--- config.mk ---
export PLATFORM = sky130hd
export DESIGN_NAME = change_detect_frame_sender
export DESIGN_NICKNAME = d
export VERILOG_FILES = /design/src/hdl/cdfs_pkg.sv /design/src/hdl/change_detect_frame_sender.sv /design/src/hdl/cdfs_frame_store.sv
export SDC_FILE = /design/constraint.sdc
export NUM_CORES = 2
export LEC_CHECK = 0
export BUFFER_PORTS_ARGS = -buffer_cell sky130_fd_sc_hd__buf_2
export CAP_MARGIN = 20
export CORE_ASPECT_RATIO = 0.8
export CORE_MARGIN = 4
export CORE_UTILIZATION = 40
export DETAILED_ROUTE_END_ITERATION = 8
export PLACE_DENSITY = 0.56
export SETUP_SLACK_MARGIN = 0.5
export SYNTH_ARGS = -nofsm -noshare
export SYNTH_HDL_FRONTEND = slang
export SYNTH_SLANG_ARGS = --single-unit
--- constraint.sdc ---
create_clock -name clk -period 5 [get_ports clk]
set_clock_uncertainty 0.2 [all_clocks]
set_input_delay 0 -clock clk [delete_from_list [all_inputs] [get_ports clk]]
set_output_delay 0 -clock clk [all_outputs]
set_load 0.005 [all_outputs]
--- src/hdl/cdfs_pkg.sv ---
// Shared types and constants for the change-detect frame sender.
// No dependencies; imported by every module of the block.
`timescale 1ns / 1ps

package cdfs_pkg;

  // Command codes of an input beat
  localparam logic CMD_WRITE = 1'b0;
  localparam logic CMD_TICK  = 1'b1;

  // Send reason codes
  localparam logic [1:0] REASON_NONE    = 2'd0;
  localparam logic [1:0] REASON_CHANGED = 2'd1;
  localparam logic [1:0] REASON_REFRESH = 2'd2;

  // Refresh period after reset
  localparam logic [7:0] REFRESH_RESET = 8'd5;

  // Masked write request into the frame store
  typedef struct packed {
    logic        en;
    logic [2:0]  index;
    logic [63:0] data;
    logic [7:0]  mask;
  } frame_wr_t;

endpackage

--- src/hdl/change_detect_frame_sender.sv ---
// Change-detect frame sender: one input register, one result register.
// An accepted beat passes the input register, then the result register, which shows its result.
// Throughput: one beat per cycle; a stalled result holds the input register
// and the input side stalls only while both registers are occupied.
// Reset (rst, synchronous): frames zero, sent copies every byte 0x01,
// idle counters and scan position zero, refresh period 5.
`timescale 1ns / 1ps

module change_detect_frame_sender
  import cdfs_pkg::*;
#(
  parameter int NUM_FRAMES  = 8,
  parameter int FRAME_BYTES = 8
) (
  input  logic        clk,
  input  logic        rst,
  // configuration write channel
  input  logic        cfg_valid,
  output logic        cfg_ready,
  input  logic [7:0]  cfg_data,
  // input channel
  input  logic        in_valid,
  output logic        in_stall,
  input  logic        cmd,
  input  logic [2:0]  frame_index,
  input  logic [63:0] write_data,
  input  logic [7:0]  byte_mask,
  // output channel
  output logic        out_valid,
  input  logic        out_stall,
  output logic        send_valid,
  output logic [2:0]  send_frame,
  output logic [63:0] send_payload,
  output logic [1:0]  send_reason
);

  localparam int FRAME_W = 8 * FRAME_BYTES;
  localparam int POS_W   = $clog2(NUM_FRAMES);
  localparam logic [POS_W-1:0] POS_LAST = POS_W'(NUM_FRAMES - 1);

  // Configuration register
  logic [7:0] refresh_period;

  assign cfg_ready = 1'b1;

  always_ff @(posedge clk) begin
    if (rst) begin
      refresh_period <= REFRESH_RESET;
    end else if (cfg_valid && cfg_ready) begin
      refresh_period <= cfg_data;
    end
  end

  // Input register
  logic        i_valid;
  logic        i_cmd;
  logic [2:0]  i_index;
  logic [63:0] i_data;
  logic [7:0]  i_mask;
  logic        advance;

  assign advance  = i_valid && (!out_valid || !out_stall);
  assign in_stall = i_valid && !advance;

  always_ff @(posedge clk) begin
    if (rst) begin
      i_valid <= 1'b0;
    end else if (in_valid && !in_stall) begin
      i_valid <= 1'b1;
    end else if (advance) begin
      i_valid <= 1'b0;
    end
  end

  always_ff @(posedge clk) begin
    if (in_valid && !in_stall) begin
      i_cmd   <= cmd;
      i_index <= frame_index;
      i_data  <= write_data;
      i_mask  <= byte_mask;
    end
  end

  // Frame store
  frame_wr_t          wr;
  logic [POS_W-1:0]   scan_pos;
  logic [FRAME_W-1:0] cur_frame;

  assign wr.en    = advance && (i_cmd == CMD_WRITE);
  assign wr.index = i_index;
  assign wr.data  = i_data;
  assign wr.mask  = i_mask;

  cdfs_frame_store #(
    .NUM_FRAMES  (NUM_FRAMES),
    .FRAME_BYTES (FRAME_BYTES)
  ) u_store (
    .clk     (clk),
    .rst     (rst),
    .wr      (wr),
    .rd_pos  (scan_pos),
    .rd_data (cur_frame)
  );

  // Scan-side state
  logic [FRAME_W-1:0] sent_copy [NUM_FRAMES];
  logic [7:0]         idle_cnt  [NUM_FRAMES];

  // Tick decision for the frame under the scan position
  logic       tick;
  logic       changed;
  logic [7:0] cnt_inc;
  logic       refresh_hit;

  assign tick        = advance && (i_cmd == CMD_TICK);
  assign changed     = (cur_frame != sent_copy[scan_pos]);
  assign cnt_inc     = idle_cnt[scan_pos] + 8'd1;
  assign refresh_hit = !changed && (cnt_inc == refresh_period);

  always_ff @(posedge clk) begin
    if (rst) begin
      scan_pos <= '0;
      for (int i = 0; i < NUM_FRAMES; i++) begin
        sent_copy[i] <= {FRAME_BYTES{8'h01}};
        idle_cnt[i]  <= '0;
      end
    end else if (tick) begin
      scan_pos <= (scan_pos == POS_LAST) ? '0 : scan_pos + POS_W'(1);
      if (changed) begin
        sent_copy[scan_pos] <= cur_frame;
        idle_cnt[scan_pos]  <= '0;
      end else if (refresh_hit) begin
        idle_cnt[scan_pos]  <= '0;
      end else begin
        idle_cnt[scan_pos]  <= cnt_inc;
      end
    end
  end

  // Result register
  logic sending;

  assign sending = (i_cmd == CMD_TICK) && (changed || refresh_hit);

  always_ff @(posedge clk) begin
    if (rst) begin
      out_valid <= 1'b0;
    end else if (advance) begin
      out_valid <= 1'b1;
    end else if (!out_stall) begin
      out_valid <= 1'b0;
    end
  end

  always_ff @(posedge clk) begin
    if (advance) begin
      send_valid   <= sending;
      send_frame   <= sending ? 3'(scan_pos) : 3'd0;
      send_payload <= sending ? 64'(cur_frame) : 64'd0;
      if (!sending) begin
        send_reason <= REASON_NONE;
      end else if (changed) begin
        send_reason <= REASON_CHANGED;
      end else begin
        send_reason <= REASON_REFRESH;
      end
    end
  end

endmodule

--- src/hdl/cdfs_frame_store.sv ---
// Transmit frame store: byte-masked writes, one read port at the scan position.
// Depends on cdfs_pkg (frame_wr_t).
`timescale 1ns / 1ps

module cdfs_frame_store
  import cdfs_pkg::*;
#(
  parameter int NUM_FRAMES  = 8,
  parameter int FRAME_BYTES = 8
) (
  input  logic                              clk,
  input  logic                              rst,
  input  frame_wr_t                         wr,
  input  logic [$clog2(NUM_FRAMES)-1:0]     rd_pos,
  output logic [8*FRAME_BYTES-1:0]          rd_data
);

  localparam int FRAME_W = 8 * FRAME_BYTES;

  logic [FRAME_W-1:0] frames [NUM_FRAMES];

  // Per-entry, per-byte write enables; indexes beyond the store are dropped
  always_ff @(posedge clk) begin
    for (int i = 0; i < NUM_FRAMES; i++) begin
      if (rst) begin
        frames[i] <= '0;
      end else if (wr.en && (32'(wr.index) == i)) begin
        for (int b = 0; b < FRAME_BYTES; b++) begin
          if (wr.mask[b]) begin
            frames[i][8*b +: 8] <= wr.data[8*b +: 8];
          end
        end
      end
    end
  end

  // Read at the scan position
  assign rd_data = frames[rd_pos];

endmodule

**Word level (Yosys, flattened, before mapping)**

Memories as Yosys holds them, arrays and structs flattened. A register that Yosys moved wholly into a read port is not among the register bits.
Index checks and enable logic that the tools add are counted.

- Add/subtract/negate cells: 2
- Reductions and logical operators: 26
- Muxes and demuxes: 300
- Equal/unequal tests: 11
- Bitwise operators: 67

Operators with widths:

| cell | count |
|---|---|
| $mux W8 | 67 |
| $mux W1 | 222 |
| $or A1 B1 Y1 | 66 |
| $mux W64 | 1 |
| $ne A64 B64 Y1 | 1 |
| $reduce_or A64 Y1 | 1 |
| $mux W3 | 9 |
| $eq A3 B3 Y1 const B | 5 |
| $logic_and A1 B1 Y1 | 15 |
| $add A8 B1 Y8 const B | 1 |
| $eq A8 B8 Y1 | 1 |
| $reduce_or A8 Y1 | 1 |
| $eq A3 B2 Y1 const B | 2 |
| $logic_not A1 Y1 | 5 |
| $add A3 B1 Y3 const B | 1 |
| $eq A3 B1 Y1 const B | 1 |
| $logic_not A3 Y1 | 1 |
| $logic_or A1 B1 Y1 | 2 |
| $mux W2 | 1 |
| $ne A2 B1 Y1 const B | 1 |
| $reduce_bool A2 Y1 | 1 |
| $not A1 Y1 | 1 |

- Output and inout bits: 73
- Input bits: 89
- Memories: 3
- Flip-flop bits (word level): 159
- Word-level logic and storage cells: 421
- Bits in writable memories: 1,088

Memory list:

| memory | depth | bits a word | rd ports | clocked after Yosys merged registers in | wr ports | RTL line | RTL |
|---|---|---|---|---|---|---|---|
| sent_copy | 8 | 64 | 1 | 1 | 8 | change_detect_frame_sender.sv:106 | `logic [FRAME_W-1:0] sent_copy [NUM_FRAMES];` |
| u_store.frames | 8 | 64 | 1 | 1 | 8 | cdfs_frame_store.sv:20 | `logic [FRAME_W-1:0] frames [NUM_FRAMES];` |
| idle_cnt | 8 | 8 | 1 | 1 | 8 | change_detect_frame_sender.sv:107 | `logic [7:0] idle_cnt [NUM_FRAMES];` |

**Logic depth before layout (Yosys ltp)**

- Word-level depth: 12
- Depth in mapped cells: 20
- Mapped depth without buffers: 11

**Cells and area by module**

A second synthesis with hierarchy kept.

- Cell total of the unflattened synthesis: 3,767
- Area, all modules: 56,903.3 um^2

By module, submodules not included:

| module | area an instance (um^2) | instances | cells an instance | sequential area each (um^2) |
|---|---|---|---|---|
| change_detect_frame_sender | 33,353.2 | 1 | 2,302 | 22,001.1 |
| cdfs_frame_store | 23,550.1 | 1 | 1,465 | 15,374.7 |

**Worst setup path before layout**

OpenSTA, ideal clock, no wires.

- Path kind: flip-flop to flip-flop
- From: reg (tool-made name)
- To: mem sent_copy[1][0] (netlist name), enable pin
- Setup time: 0.695 ns
- Clock period less this slack: 5.128 ns
- Data arrival time: 4.233 ns
- Data required time: 4.105 ns
- Cell stages (with the launch flop): 13
- Buffers on the path: 4
- Path slack: -0.128 ns
- Path through: dfxtp_1 -> buf_4 -> buf_12 -> mux4_1 -> mux2i_1 -> xor2_1 -> a211oi_1 -> nand4_1 -> or4_1 -> buf_4 -> o21ai_2 -> buf_4 -> nand2b_1

RTL lines:

| element | RTL line |
|---|---|
| end: declaration | change_detect_frame_sender.sv:106 |

==> results.md <==
- Row count: 122
- Routability Congestion: 0.8150
- WP data required: 5.26 ns
- Hold path cells: 3
- Wire per inst: 27.53 µm
- TritonRoute pass-1 iters: 8
- Final hold violation count: 0
- CTS tree: built
- CTS Sinks: 1,250
- Reg-to-reg endpoint: send_payload[56]
- Dpl cells: 5,565
- Overall Global Routing Usage: 22.90%
- Final period util: 92.65%
- Yosys Warn Count: 0
- Non-filler cells, final: 6,059
- CTS root buffer: clkbuf_16
- Sequential-to-total area share from yosys stat: 67.10%
- Outcome: complete, no violations
- Syn_area_per_cell: 15.84 µm²
- Cells on worst reg2reg path: 15
- First-pass GRT wire length: 240,100 µm
- Max Cap Viol: 0
- Number of max-slew violations in the final report: 0
- Die area: 0.1453 mm²
- Worst Hold Slack: 0.2172 ns
- Max Fclk: 215.9 MHz
- Initial DRC Count: 3,638
- Clock Path Buffers: 3
- Layout cell share with drive strength beyond 1: 23.96%
- Maximum vdd drop: 388.8 µV
- Vias per cell: 5.474
- Vias: 33,170
- Async SR Flop Fraction: 0%
- Core area: 0.1383 mm²
- Initial Utilization: 40.28%
- Setup Viol. Count Final: 0
- Number of synthesized flops with an enable pin: 1,234
- Number of synthesized register bits: 1,250
- Hold Path Origin: rst
- Port bufs: 160
- # DRC: 0
- Sink of the worst hold path: scan_pos[0]
- Post-synthesis net count: 3,608
- Vert. Die Dim: 341.8 µm
- Setup crit end kind: flip-flop
- Die W: 425.2 µm
- Unrepaired setup endpoints after global routing: yes
- Clock period minus worst slack: 4.632 ns
- Mapped Cells: 3,516
- Kind of start point of the critical path: flip-flop
- # IOs: 162
- Power per Cell Area: 349.1 mW/mm²
- Top_reg_cell synth: edfxtp_1
- Crit path kind: flip-flop to flip-flop
- Synth Cell Area: 0.05570 mm²
- Largest net degree at the start of global routing: 77
- R2R Setup Slk: 0.37 ns
- Number of global-route vias before repair: 32,790
- Rel. slew slack: 19.86%
- Initial antenna violation count: 5
- Estimated wirelength of the detail-placed design: 109,400 µm
- Nets: 4,180
- Max FO, Critical Path: 13
- Util after Layout: 48.73%
- Clock Latency Late Sink: 0.78 ns
- Clock-pin slew of the registers on the worst-case setup and hold paths: 0.06 ns
- GR Overflow Total: 0
- Num CTS Buffers: 136
- Critical path arrival: 4.89 ns
- HP Class: primary input to flip-flop
- Worst-Margin Slew: 1.198 ns
- CTS H-Tree Depth: 4
- Syn-to-layout area delta: 20.98%
- Post-Route WL: 166,800 µm
- Final ANT Viol Nets: 0
- Static leakage power: 23.50 nW
- Post-synth cell types: 66
## metrics by stage
stage	instance area [µm²]	TNS [ns]	power [mW]	setup WS, ns
after global placement	60130	-36.86	13.67	-0.3089
after CTS	66940	0	23.67	0.5040
final	67390	0	23.52	0.3676
after global routing	67380	0	24.25	0.4224
after detailed placement	60230	-97.85	13.69	-0.2955
after floorplan	55720	-41.12	12.99	-0.1285
## area by class of cell
class / count / area, µm²
multi-input cells: 2059 / 17360
well taps: 1860 / 2327
fillers: 11800 / 70910
diodes: 5 / 12.51
flip-flops and latches: 1250 / 37390
inverters: 20 / 77.57
repair buffers: 621 / 5953
clock inverters: 73 / 629.4
clock buffers: 171 / 3641
## layout by cell type, fill, tap and decap left out, types with 6 or more instances in the layout
master         count
nand2b_4           8
xor2_1            70
inv_1             11
nor2_1           541
a21oi_1            8
a21o_1            65
o21ai_4            8
mux2i_2           10
clkbuf_1          30
nor3_1            73
nor2_2            29
and2_1           518
buf_12            72
nand2_1           26
buf_6             16
dlygate4sd3_1    191
clkinv_2          23
dfxtp_1           13
mux2i_4           12
clkinv_1          34
nor2_4            30
edfxtp_1        1234
nand3_1           76
nor2b_1           10
mux4_2           263
buf_2            159
inv_6              9
xnor2_1          101
nor4_1             8
bufinv_16          9
mux4_1             6
mux2i_1           97
nand2b_1          18
buf_4            169
clkbuf_16        144
nand4_1            9
## synthesized netlist by cell type (8+ instances only)
master / n / area share (%)
nor2_2: 29 / 0.33
mux2i_2: 9 / 0.22
nor4_1: 12 / 0.13
clkbuf_1: 42 / 0.28
a21o_1: 65 / 0.88
dfxtp_1: 16 / 0.58
nor2_1: 541 / 3.6
nor3_1: 75 / 0.67
nor2b_1: 11 / 0.12
nand3_1: 77 / 0.69
inv_1: 12 / 0.081
buf_6: 21 / 0.42
buf_2: 64 / 0.58
clkinv_1: 8 / 0.054
a21oi_1: 8 / 0.072
and2_1: 518 / 5.8
o21ai_2: 8 / 0.13
nand4_1: 9 / 0.10
nand2_1: 27 / 0.18
mux4_2: 263 / 11
buf_4: 49 / 0.66
nand2b_1: 26 / 0.29
xor2_1: 70 / 1.1
xnor2_1: 102 / 1.6
mux2i_1: 109 / 2.0
nor2_4: 30 / 0.61
edfxtp_1: 1234 / 67
## per-layer routing
| metal | vias up | GRT usage, % | routed length (µm) |
|---|---|---|---|
| met3 | 259 | 4.544 | 14470 |
| met4 | 2 | 5.981 | 4135 |
| li1 | 14290 | - | - |
| met2 | 1445 | 33.01 | 72970 |
| met1 | 17170 | 35.43 | 75250 |
| met5 | - | 0 | 9 |
## sequential cells by signal, indices dropped and copies added, names as in the netlist, 3 cells and up, named ones only
name,flops
i_mask,8
refresh_period,8
scan_pos,3
sent_copy,512
i_index,3
i_data,64
send_payload,64
send_frame,3
u_store.frames,512
idle_cnt,64
## report_power, final
part | switching (mW) | internal, mW
Combinational | 0.918 | 0.647
Clock | 4.24 | 5.64
Sequential | 0.203 | 11.9
## how the worst max path moves through the flow
| stage | start | end | depth (start not counted) |
|---|---|---|---|
| final | flip-flop | send_payload[56] | 15 |
| after global routing | flip-flop | send_payload[54] | 15 |
| after global placement | flip-flop | send_payload[48] | 14 |
| after CTS | flip-flop | sent_copy[4][51] | 14 |
| after floorplan | flip-flop | sent_copy[1][0] | 12 |
| after detailed placement | flip-flop | send_payload[53] | 14 |
## critical path: stages (launching register included)
cell       delay (ns)
dfxtp_4          0.37
buf_12           0.18
buf_12           0.16
mux4_2           0.53
mux2i_4          0.31
buf_6            0.23
xor2_1           0.11
nor4_2           0.45
nand4_1          0.26
buf_4            0.22
nor4_4           0.39
buf_4            0.23
a31o_4           0.22
buf_12           0.14
clkbuf_16        0.17
nor2_2           0.08
## cells by family after synthesis
logic type / share of synthesized area [%]
buffers and inverters: 2.358
adder cells (fa/ha/maj): 0.06739
XOR/XNOR: 2.774
other: 0.006732
AO/OA/AOI/OAI: 1.563
AND/OR/NAND/NOR: 12.95
multiplexers: 13.18
flip-flops: 67.10
## what timing repair did
action | in CTS | in global routing
pin swaps | 7 | 8
setup endpoints to repair | 1158 | 998
hold endpoints to repair | 209 | 0
setup buffers | 19 | 20
resized for setup | 22 | 30
hold buffers | 191 | 0
cloned | 4 | 3
Power figures use the tool's default switching activity.
